[config.mk]
export PLATFORM = sky130hd
export DESIGN_NAME = touch_frame_receiver_flat
export DESIGN_NICKNAME = d
export VERILOG_FILES = /design/src/rtl/tfr_pkg.sv /design/src/rtl/tfr_chan_if.sv /design/src/rtl/tfr_parser.sv /design/src/rtl/touch_frame_receiver.sv /design/src/flat_wrapper.sv
export SDC_FILE = /design/constraint.sdc
export NUM_CORES = 1
export LEC_CHECK = 0
export BUFFER_PORTS_ARGS = -buffer_cell sky130_fd_sc_hd__buf_2
export CAP_MARGIN = 10
export CORE_ASPECT_RATIO = 0.75
export CORE_UTILIZATION = 41
export DETAILED_ROUTE_END_ITERATION = 6
export GPL_TIMING_DRIVEN = 1
export SLEW_MARGIN = 15
export SYNTH_ARGS = -nofsm -noshare
export SYNTH_HDL_FRONTEND = slang
export SYNTH_SLANG_ARGS = --single-unit
[constraint.sdc]
create_clock -name clock -period 3.5 [get_ports clock]
set_clock_uncertainty 0.2 [all_clocks]
set_input_delay 0.175 -clock clock [delete_from_list [all_inputs] [get_ports clock]]
set_output_delay 0.175 -clock clock [all_outputs]
set_load 0.02 [all_outputs]
[src/rtl/tfr_pkg.sv]
// Shared types and constants for the touch frame receiver.
package tfr_pkg;

   // Framing bytes
   localparam logic [7:0] HEADER_BYTE = 8'h55;
   localparam logic [7:0] TAIL_BYTE   = 8'hAA;

   // Frame status codes
   localparam logic [2:0] ST_KEY     = 3'd0;
   localparam logic [2:0] ST_OTHER   = 3'd1;
   localparam logic [2:0] ST_SUMERR  = 3'd2;
   localparam logic [2:0] ST_TAILERR = 3'd3;
   localparam logic [2:0] ST_TOOLONG = 3'd4;

   // Register indexes and reset values
   localparam int unsigned CSR_IDX_W  = 8;
   localparam logic [CSR_IDX_W-1:0] REG_KEY_OPCODE = 8'd0;
   localparam logic [CSR_IDX_W-1:0] REG_KEY_LIMIT  = 8'd1;
   localparam logic [7:0] KEY_OPCODE_RESET = 8'h28;
   localparam logic [8:0] KEY_LIMIT_RESET  = 9'd40;

   // Parser phase, one-hot
   typedef enum logic [4:0] {
      PH_HUNT = 5'b00001,
      PH_LEN  = 5'b00010,
      PH_DATA = 5'b00100,
      PH_SUM  = 5'b01000,
      PH_TAIL = 5'b10000
   } phase_type;

   typedef struct packed {
      logic [7:0] rx_byte;
   } req_beat_type;

   typedef struct packed {
      logic [2:0] frame_status;
      logic [7:0] key_code;
      logic [7:0] command_byte;
   } rsp_beat_type;

   typedef struct packed {
      logic [CSR_IDX_W-1:0] index;
      logic [8:0]           data;
   } csr_beat_type;

   // Parser result toward the output register
   typedef struct packed {
      logic         valid;
      rsp_beat_type beat;
   } parse_res_type;

endpackage

[src/rtl/tfr_chan_if.sv]
// Valid/ready channel carrying one beat of a given payload type.
interface tfr_chan_if #(
   parameter type PAYLOAD_TYPE = logic [7:0]
) ();
   logic        valid;
   logic        ready;
   PAYLOAD_TYPE payload;

   modport source (output valid, output payload, input ready);
   modport sink   (input valid, input payload, output ready);
endinterface

[src/rtl/tfr_parser.sv]
// Frame phase machine: header hunt, length, payload sum, checksum and tail check.
module tfr_parser
   import tfr_pkg::*;
#(
   parameter int unsigned PAYLOAD_DEPTH = 8
) (
   input  logic          clock,
   input  logic          reset,
   input  logic          step,
   input  logic [7:0]    rx_byte,
   input  logic [7:0]    key_opcode,
   input  logic [8:0]    key_limit,
   output parse_res_type res
);

   localparam logic [7:0] DEPTH_BYTE = 8'(PAYLOAD_DEPTH);

   phase_type  phase_ff, phase_in;
   logic [7:0] len_ff, len_in;
   logic [7:0] count_ff, count_in;
   logic [7:0] sum_ff, sum_in;
   logic [7:0] cmd_ff, cmd_in;   // payload byte 0
   logic [7:0] key_ff, key_in;   // payload byte 1
   logic [7:0] count_inc;

   assign count_inc = count_ff + 8'd1;

   // Next state and result for the byte in hand
   always_comb begin
      phase_in = phase_ff;
      len_in   = len_ff;
      count_in = count_ff;
      sum_in   = sum_ff;
      cmd_in   = cmd_ff;
      key_in   = key_ff;
      res      = '0;
      res.beat.key_code     = key_ff;
      res.beat.command_byte = cmd_ff;
      unique case (phase_ff)
         PH_HUNT: begin
            if (rx_byte == HEADER_BYTE) begin
               cmd_in   = '0;
               key_in   = '0;
               sum_in   = '0;
               count_in = '0;
               len_in   = '0;
               phase_in = PH_LEN;
            end
         end
         PH_LEN: begin
            len_in   = rx_byte;
            count_in = '0;
            if (rx_byte > DEPTH_BYTE) begin
               // over-long length: store reads as cleared
               cmd_in                = '0;
               key_in                = '0;
               res.valid             = 1'b1;
               res.beat.frame_status = ST_TOOLONG;
               res.beat.key_code     = '0;
               res.beat.command_byte = '0;
               phase_in              = PH_HUNT;
            end else if (rx_byte == 8'd0) begin
               phase_in = PH_SUM;
            end else begin
               phase_in = PH_DATA;
            end
         end
         PH_DATA: begin
            if (count_ff == 8'd0) cmd_in = rx_byte;
            if (count_ff == 8'd1) key_in = rx_byte;
            sum_in   = sum_ff + rx_byte;
            count_in = count_inc;
            if (count_inc >= len_ff) phase_in = PH_SUM;
         end
         PH_SUM: begin
            if (rx_byte != sum_ff) begin
               res.valid             = 1'b1;
               res.beat.frame_status = ST_SUMERR;
               phase_in              = PH_HUNT;
            end else begin
               phase_in = PH_TAIL;
            end
         end
         PH_TAIL: begin
            res.valid = 1'b1;
            phase_in  = PH_HUNT;
            if (rx_byte != TAIL_BYTE) begin
               res.beat.frame_status = ST_TAILERR;
            end else if (cmd_ff == key_opcode && {1'b0, key_ff} < key_limit) begin
               res.beat.frame_status = ST_KEY;
            end else begin
               res.beat.frame_status = ST_OTHER;
            end
         end
         default: begin
            phase_in = PH_HUNT;
         end
      endcase
   end

   // Frame state
   always_ff @(posedge clock) begin
      if (reset) begin
         phase_ff <= PH_HUNT;
         len_ff   <= '0;
         count_ff <= '0;
         sum_ff   <= '0;
         cmd_ff   <= '0;
         key_ff   <= '0;
      end else if (step) begin
         phase_ff <= phase_in;
         len_ff   <= len_in;
         count_ff <= count_in;
         sum_ff   <= sum_in;
         cmd_ff   <= cmd_in;
         key_ff   <= key_in;
      end
   end

endmodule

[src/rtl/touch_frame_receiver.sv]
// Top level of the touch frame receiver: input stage, parser, result register, CSRs.
//
//   channel  dir  beat contents                          accepted when
//   req_ch   in   rx_byte                                valid && ready
//   rsp_ch   out  frame_status, key_code, command_byte   valid && ready
//   csr_ch   in   index, data (0 key_opcode, 1 key_limit) valid && ready (always ready)
//
// One byte per cycle sustained while rsp_ch is not stalled; a taken byte goes into
// the input register, then through the parser into the result register.
// Reset clears phase, counters and both stage valids; CSRs go to 0x28 and 40.
// A stalled rsp_ch holds the result; the input stage keeps taking bytes until
// it is also full, then req_ch ready drops.
module touch_frame_receiver
   import tfr_pkg::*;
#(
   parameter int unsigned PAYLOAD_DEPTH = 8
) (
   input logic clock,
   input logic reset,
   tfr_chan_if.sink   req_ch,
   tfr_chan_if.source rsp_ch,
   tfr_chan_if.sink   csr_ch
);

   logic          s1_valid_ff, s1_valid_in;
   logic [7:0]    s1_byte_ff;
   logic          out_free;
   logic          s1_adv;
   logic          rsp_valid_ff, rsp_valid_in;
   rsp_beat_type  rsp_beat_ff;
   parse_res_type res;
   logic [7:0]    key_opcode_ff;
   logic [8:0]    key_limit_ff;
   req_beat_type  req_beat;
   csr_beat_type  csr_beat;

   assign req_beat = req_ch.payload;
   assign csr_beat = csr_ch.payload;

   // Handshake flow between the two stages
   assign out_free     = !rsp_valid_ff || rsp_ch.ready;
   assign s1_adv       = s1_valid_ff && out_free;
   assign req_ch.ready = !s1_valid_ff || out_free;
   assign s1_valid_in  = (req_ch.valid && req_ch.ready) || (s1_valid_ff && !s1_adv);
   assign rsp_valid_in = s1_adv ? res.valid : (rsp_valid_ff && !rsp_ch.ready);

   // Input register
   always_ff @(posedge clock) begin
      if (reset) begin
         s1_valid_ff <= 1'b0;
      end else begin
         s1_valid_ff <= s1_valid_in;
      end
      if (req_ch.valid && req_ch.ready) begin
         s1_byte_ff <= req_beat.rx_byte;
      end
   end

   tfr_parser #(
      .PAYLOAD_DEPTH(PAYLOAD_DEPTH)
   ) u_parser (
      .clock      (clock),
      .reset      (reset),
      .step       (s1_adv),
      .rx_byte    (s1_byte_ff),
      .key_opcode (key_opcode_ff),
      .key_limit  (key_limit_ff),
      .res        (res)
   );

   // Result register
   always_ff @(posedge clock) begin
      if (reset) begin
         rsp_valid_ff <= 1'b0;
      end else begin
         rsp_valid_ff <= rsp_valid_in;
      end
      if (s1_adv && res.valid) begin
         rsp_beat_ff <= res.beat;
      end
   end

   assign rsp_ch.valid   = rsp_valid_ff;
   assign rsp_ch.payload = rsp_beat_ff;

   // Configuration registers
   assign csr_ch.ready = 1'b1;

   always_ff @(posedge clock) begin
      if (reset) begin
         key_opcode_ff <= KEY_OPCODE_RESET;
         key_limit_ff  <= KEY_LIMIT_RESET;
      end else if (csr_ch.valid) begin
         if (csr_beat.index == REG_KEY_OPCODE) key_opcode_ff <= csr_beat.data[7:0];
         if (csr_beat.index == REG_KEY_LIMIT)  key_limit_ff  <= csr_beat.data;
      end
   end

   // Checks
   a_no_rsp_after_reset: assert property (@(posedge clock)
      $past(reset) |-> !rsp_valid_ff)
      else $error("result valid right after reset");

   a_toolong_zero: assert property (@(posedge clock) disable iff (reset)
      (rsp_valid_ff && rsp_beat_ff.frame_status == ST_TOOLONG) |->
      (rsp_beat_ff.key_code == 8'd0 && rsp_beat_ff.command_byte == 8'd0))
      else $error("length error beat carries payload");

   a_stage_holds: assert property (@(posedge clock) disable iff (reset)
      (s1_valid_ff && !out_free) |=> (s1_valid_ff && $stable(s1_byte_ff)))
      else $error("input stage lost a byte under stall");

   a_result_not_dropped: assert property (@(posedge clock) disable iff (reset)
      (rsp_valid_ff && !rsp_ch.ready) |=> rsp_valid_ff)
      else $error("stalled result dropped");

endmodule
[src/flat_wrapper.sv]
// flat-port wrapper written by rule: the top's interface ports become plain ports
module touch_frame_receiver_flat import tfr_pkg::*;
#(
   parameter int unsigned PAYLOAD_DEPTH = 8
)
  (clock, reset, req_ch_valid, req_ch_payload, req_ch_ready, rsp_ch_valid, rsp_ch_payload, rsp_ch_ready, csr_ch_valid, csr_ch_payload, csr_ch_ready);
  tfr_chan_if req_ch_i ();
  tfr_chan_if rsp_ch_i ();
  tfr_chan_if csr_ch_i ();
  input logic clock;
  input logic reset;
  input wire logic [$bits(req_ch_i.valid)-1:0] req_ch_valid;
  input wire logic [$bits(req_ch_i.payload)-1:0] req_ch_payload;
  output wire logic [$bits(req_ch_i.ready)-1:0] req_ch_ready;
  output wire logic [$bits(rsp_ch_i.valid)-1:0] rsp_ch_valid;
  output wire logic [$bits(rsp_ch_i.payload)-1:0] rsp_ch_payload;
  input wire logic [$bits(rsp_ch_i.ready)-1:0] rsp_ch_ready;
  input wire logic [$bits(csr_ch_i.valid)-1:0] csr_ch_valid;
  input wire logic [$bits(csr_ch_i.payload)-1:0] csr_ch_payload;
  output wire logic [$bits(csr_ch_i.ready)-1:0] csr_ch_ready;
  assign req_ch_i.valid = req_ch_valid;
  assign req_ch_i.payload = req_ch_payload;
  assign req_ch_ready = req_ch_i.ready;
  assign rsp_ch_valid = rsp_ch_i.valid;
  assign rsp_ch_payload = rsp_ch_i.payload;
  assign rsp_ch_i.ready = rsp_ch_ready;
  assign csr_ch_i.valid = csr_ch_valid;
  assign csr_ch_i.payload = csr_ch_payload;
  assign csr_ch_ready = csr_ch_i.ready;
  touch_frame_receiver #(.PAYLOAD_DEPTH(PAYLOAD_DEPTH)) u_core (.clock(clock), .reset(reset), .req_ch(req_ch_i), .rsp_ch(rsp_ch_i), .csr_ch(csr_ch_i));
endmodule
==> reports/qor.txt, run 1 <==
Comb pwr share: 4.6%
CP Buf/Inv Count: 0
Post-Route WL: 6.42 mm
Initial DRC count: 137
Relative slew slack: 39.6%
Crit. End Element: flop
Vias/cell: 5.44
Share of the yosys chip area belonging to registers: 44.8%
Distinct cells, synth: 46
CP max stage cell: dfxtp_1
Die height: 73.8 um
Final hold violations: 0
Hold Path End: u_core.u_parser.count_ff[6]
Total number of vias: 2252
CTS buffer count: 5
Core Rows: 25
Clock root buffer: clkbuf_8
FILL cells: 625
DRT antenna net count: 0
Initial Util: 43.5%
Bufs on Longest Clock Path: 2
Final setup viols: 0
CP required: 3.51 ns
Max-slew violation count: 0
WL/cell: 15.5 um
Lkg Pwr: 1.18 nW
Worst EP arrival: 3.04 ns
Core Box Area: 6470 sq um
Fin crit share: 86.6%
Diode count: 0
Most common cell after layout, fill and taps aside: nor2_1
# DRC: 0
DRT Pass-1 Iters: 4
Worst-path cell chain: ha_1 -> nand3_1 -> nor2_1 -> xor2_1 -> ha_1 -> a21oi_1 -> o21ai_0 -> nor3_1 -> o21ai_0 -> nand2_1 -> mux2_2
Flops & latches, synth: 55
Routability congestion estimate: 0.840
Switching portion of total power: 24.0%
Critical Path Start Type: flop
Crit Path Max Fanout: 6
Latest clock arrival within the worst-skew pair: 0.31 ns
Share of layout cells above drive strength 1: 10.2%
Cells on Worst Hold Path: 2
I/O pin cnt: 32
Most frequent cells in the layout: nor2_1, dfxtp_1, a21oi_1, buf_2, a22oi_1
Pwr Density: 340 nW/um^2
Cells after Synth: 301
Met3 WL: 214 um
Max Cap Viol: 0
Max stage delay on crit path: 0.44 ns
Max Freq: 330 MHz
Synth warn: 0
Clock Power Share: 33.3%
Area grow syn2layout: 12.9%
H-tree levels: 2
Pint: 0.000823 W
RSZ-0062 raised after global routing: no
Met2 wire length: 2.75 mm
CP delay by family, top: simple AND/OR/NAND/NOR gates
R2R Path Start: u_core.u_parser.count_ff[0]
Top routing layer in use: met4
FF-to-FF path depth: 11
Reg clk slew, reported paths: 0.10 ns
Setup TNS: 0 ns
Psw: 0.000259 W
Reg2Reg Capture Point: u_core.u_parser.phase_ff[1]
Vias in the first global route: 2125
Tightest Pin Transition: 0.902 ns
R2R Setup Slk: 0.47 ns
Register area: 1260 sq um
Hold WS: 0.258 ns
Multi-input gate area: 1470 sq um
PortBufs: 21
Core Util, Final: 49.1%
Die width: 97.7 um
Synth Net Count: 340
Sequential share of power: 62.1%
M1 WL: 3.42 mm
Total grt overflow: 0
Synthesized cell area: 2820 sq um
Max VDD drop: 0.188 mV
Synth Flop Type: dfxtp_1
Syn_area_per_cell: 9.36 sq um
Post-CTS setup buffer count: 0
Post-synth EDFFs: 16
Post-synth ARST share: 0%
Largest net degree at the start of global routing: 47
Initial antenna violation count: 0
Hpwl dp: 4.39 mm
Nets: 371
Run status: finished clean
Tmin final: 3.03 ns
Global-route wire length before repair: 10.4 mm
GRT Util Overall: 18.7%
CP Class: flop to flop
DIE AREA: 7210 sq um
Worst Hold Launch: reset
CTS tree: built
CTS sink count: 55
Hold Path Class: input pin to flop
==> through the flow <==
stage / power [W] / setup slack, ns / instances / cell area [sq um]
final: 0.00108 / 0.468 / 414 / 3180
after global routing: 0.00112 / 0.195 / 414 / 3180
after floorplan: 0.000711 / 0.906 / 301 / 2820
after CTS: 0.00109 / 0.466 / 414 / 3180
after detailed placement: 0.000728 / 0.589 / 396 / 2990
after global placement: 0.000727 / 0.650 / 396 / 2990
==> sequential cells by signal, indices dropped and copies added, names as in the netlist <==
register	count
u_core.rsp_ch.payload	8
u_core.s1_byte_ff	8
u_core.s1_valid_ff	1
u_core.u_parser.cmd_ff	8
u_core.u_parser.count_ff	8
u_core.rsp_ch.valid	1
u_core.u_parser.phase_ff	5
u_core.u_parser.len_ff	8
u_core.u_parser.sum_ff	8
==> cell usage after synthesis, drive strengths merged (5+ instances only) <==
| cell type | n | share of area (%) |
|---|---|---|
| a21oi | 27 | 4.8 |
| a22oi | 18 | 4.8 |
| clkbuf | 5 | 0.67 |
| dfxtp | 39 | 28 |
| edfxtp | 16 | 17 |
| ha | 17 | 7.5 |
| inv | 10 | 1.3 |
| nand2 | 9 | 1.2 |
| nand2b | 16 | 3.6 |
| nand3 | 12 | 2.1 |
| nor2 | 40 | 5.3 |
| nor2b | 15 | 3.3 |
| nor3 | 7 | 1.2 |
| o21ai | 11 | 2.0 |
| xnor2 | 5 | 1.6 |
| xor2 | 6 | 1.9 |
==> routing by layer <==
layer | global-route usage [%] | up-vias
met5 | 0 | -
met4 | 5.05 | 0
met3 | 3.24 | 5
met2 | 28.4 | 34
met1 | 27.3 | 1071
li1 | - | 1142
==> cells by family after synthesis <==
| kind of cell | Yosys count | share of synthesized area [%] |
|---|---|---|
| multiplexers | 4 | 1.51 |
| flip-flops | 55 | 44.8 |
| AO/OA/AOI/OAI | 70 | 16.0 |
| XOR/XNOR | 11 | 3.42 |
| AND/OR/NAND/NOR | 123 | 22.9 |
| adder cells (fa/ha/maj) | 18 | 8.26 |
| other | 1 | 0.133 |
| buffers and inverters | 19 | 2.98 |
==> power by group through the flow <==
stage                     sequential, W  combinational [W]  clock, W
after floorplan                0.000681          0.0000301         0
after global placement         0.000687          0.0000402         0
after detailed placement       0.000687          0.0000411         0
after CTS                      0.000672          0.0000497  0.000369
after global routing           0.000674          0.0000546  0.000389
final                          0.000672          0.0000500  0.000360
==> area by class of cell <==
type                       instances  area share, %
clock inverter                     3          0.629
inverter                          10           1.18
sequential                        55           39.6
multi-input combinational        227           46.3
timing repair buffer              33           6.92
clock buffer                       5           2.16
tap                               81           3.19
==> worst reg2reg max path, stage by stage (launching register included) <==
cell     delay (ns)
dfxtp_1        0.44
ha_1           0.26
nand3_1        0.18
nor2_1         0.17
xor2_1         0.23
ha_1           0.30
a21oi_1        0.15
o21ai_0        0.09
nor3_1         0.17
o21ai_0        0.15
nand2_1        0.22
mux2_2         0.36
==> how the worst max path moves through the flow <==
stage / start / cells past startpoint / slack (ns) / endpoint
5_1_grt: u_core.u_parser.count_ff[0] / 11 / 0.19 / u_core.u_parser.phase_ff[1]
3_5_place_dp: u_core.u_parser.count_ff[0] / 11 / 0.59 / u_core.u_parser.phase_ff[1]
6_report: u_core.u_parser.count_ff[0] / 11 / 0.47 / u_core.u_parser.phase_ff[1]
4_1_cts: u_core.u_parser.count_ff[0] / 11 / 0.47 / u_core.u_parser.phase_ff[1]
3_3_place_gp: u_core.u_parser.count_ff[0] / 11 / 0.65 / u_core.u_parser.phase_ff[1]
2_1_floorplan: u_core.u_parser.count_ff[0] / 11 / 0.91 / u_core.u_parser.phase_ff[1]
==> repair_timing <==
item                       4_1_cts  5_1_grt
resized for setup                0        0
hold buffers                    10        0
hold endpoints to repair        10        0
setup endpoints to repair        0        0
Power figures use the tool's default switching activity.
==> inputs of run 2 (changes only) <==
Settings changed: ABC_AREA set to 1, PLACE_DENSITY set to 0.63.
==> run 2 against run 1 <==
Via count is 17% higher. Global-route usage is 0.12 points higher. Critical path depth is 3 higher. Worst setup slack better by 0.43 ns. Clock-buffer cell count stayed put. Utilization is 1.5 points lower. Critical endpoint unchanged. Largest power group unchanged.
==> reports/qor.txt, run 2 <==
Run status: finished clean
Post-synth EDFFs: 16
Die height: 77.6 um
H-tree levels: 2
Tightest Pin Transition: 0.538 ns
Clock root buffer: clkbuf_8
Vias/cell: 4.72
Die width: 103 um
Initial DRC count: 113
Distinct cells, synth: 34
Tmin final: 2.61 ns
WL/cell: 12.3 um
DRT Pass-1 Iters: 4
Cell with the most instances after synthesis: nand2_1
CP Class: flop to flop
Cells after Synth: 424
Fin crit share: 74.4%
Max Cap Viol: 0
Cts repair resizes: 0
Routability congestion estimate: 0.873
Post-CTS Hold Fix Bufs: 10
Max-slew violation count: 0
Synth top area cells: dfxtp_1, edfxtp_1, nand2_1, inv_1, ha_1
Core Box Area: 7360 sq um
Pwr Density: 475 nW/um^2
PortBufs: 21
Synthesized cell area: 3130 sq um
Share of the yosys chip area belonging to registers: 40.3%
CP max stage cell: dfxtp_1
DIE AREA: 7980 sq um
Hold Path Class: input pin to flop
Hpwl dp: 4.87 mm
Bufs on Longest Clock Path: 2
Diode count: 0
CTS buffer count: 5
Final hold violations: 0
Synth Flop Type: dfxtp_1
I/O pin cnt: 32
Global-route wire length before repair: 11.5 mm
Flops & latches, synth: 55
CP dominant cell by count: nand2_1
Initial antenna violation count: 0
Worst-path cell chain: nand2_1 -> nor2_1 -> nand4_1 -> xor2_1 -> ha_1 -> nand2_1 -> nor2_1 -> nor2_1 -> nand2_1 -> nor2_1 -> nand2_1 -> nand2_2 -> nand2_1 -> a21oi_1
Post-synth ARST share: 0%
Final setup viols: 0
Post-synth top area cell: dfxtp_1
Max Freq: 384 MHz
Post-Route WL: 6.85 mm
Total grt overflow: 0
Post-CTS setup buffer count: 0
Critical Path Start Type: flop
Latest clock arrival within the worst-skew pair: 0.32 ns
Most frequent cells in the layout: nand2_1, inv_1, nor2_1, dfxtp_1, a21oi_1
GRT Util Overall: 18.8%
CP required: 3.54 ns
Relative slew slack: 64.1%
Setup TNS: 0 ns
Lkg Pwr: 1.59 nW
Crit Path Max Fanout: 6
Synth top area share: 25.0%
Hold WS: 0.131 ns
Largest net degree at the start of global routing: 28
Max stage delay on crit path: 0.45 ns
# DRC: 0
Reg clk slew, reported paths: 0.11 ns
DRT antenna net count: 0
Share of layout cells above drive strength 1: 11.6%
RSZ-0062 raised after global routing: no
Syn_area_per_cell: 7.37 sq um
Max VDD drop: 0.255 mV
Crit. End Element: flop
Core Rows: 27
CTS tree: built
Total number of vias: 2631
Nets: 494
Worst EP arrival: 2.65 ns
CTS sink count: 55
Synth Net Count: 463
Initial Util: 42.5%
Vias in the first global route: 2403
Area grow syn2layout: 12.3%
Most common cell after layout, fill and taps aside: nand2_1
Commonest cells in the netlist: nand2_1, inv_1, nor2_1
Synth warn: 0
run 2: critical path, delay by kind of cell, from the launching register on:
kind / cells / cell delay, ns
AOI/OAI and AO/OA: 1 / 0.12
xor gates and xnor gates: 1 / 0.26
adders and majority gates: 1 / 0.30
DFF: 1 / 0.45
and+or+nand+nor: 11 / 1.19
run 2: final cells by class:
type | count | area, sq um
sequential | 55 | 1260
timing repair buffer | 31 | 205
clock inverter | 3 | 23.8
clock buffer | 5 | 68.8
inverter | 62 | 233
fill | 765 | 3850
tap | 101 | 126
multi-input combinational | 300 | 1590
run 2: cells by family (layout without fill, tap and decap cells):
group,Yosys count,count (layout),synth area share (%)
DFF,55,55,40.3
xor gates and xnor gates,9,9,2.52
buffers and inverters,69,101,8.68
other,1,1,0.120
adders and majority gates,18,18,7.44
AOI/OAI and AO/OA,41,41,7.40
and+or+nand+nor,231,231,33.5
run 2: layer usage:
layer,part of all wire (%),track usage (%),vias to the layer above
met5,0,0,-
met4,0.98,4.65,0
met3,3.9,2.97,7
met2,44,29.7,46
met1,51,26.7,1190
li1,-,-,1388
run 2: final timing paths:
kind         slack, ns  depth (start not counted)                     endpoint                        start
min reg2reg       0.27                          2    u_core.u_parser.cmd_ff[4]    u_core.u_parser.cmd_ff[4]
min               0.13                          2    u_core.u_parser.len_ff[4]                        reset
max               0.89                         14  u_core.u_parser.phase_ff[1]  u_core.u_parser.count_ff[2]
max reg2reg       0.89                         14  u_core.u_parser.phase_ff[1]  u_core.u_parser.count_ff[2]
run 2: through the flow:
step	area (sq um)	instances	power (W)	utilization [%]	setup WS [ns]
after floorplan	3130	424	0.00120	-	1.30
after global placement	3320	539	0.00129	45.1	1.04
after detailed placement	3320	539	0.00129	45.1	1.00
after CTS	3510	557	0.00168	47.7	0.939
after global routing	3510	557	0.00177	47.7	0.668
final	3510	557	0.00167	47.7	0.895
run 2: power breakdown:
| part | switching [W] | internal [W] |
|---|---|---|
| Combinational | 0.000363 | 0.000170 |
| Sequential | 0.0000425 | 0.000717 |
| Clock | 0.000232 | 0.000144 |
| Total | 0.000638 | 0.00103 |
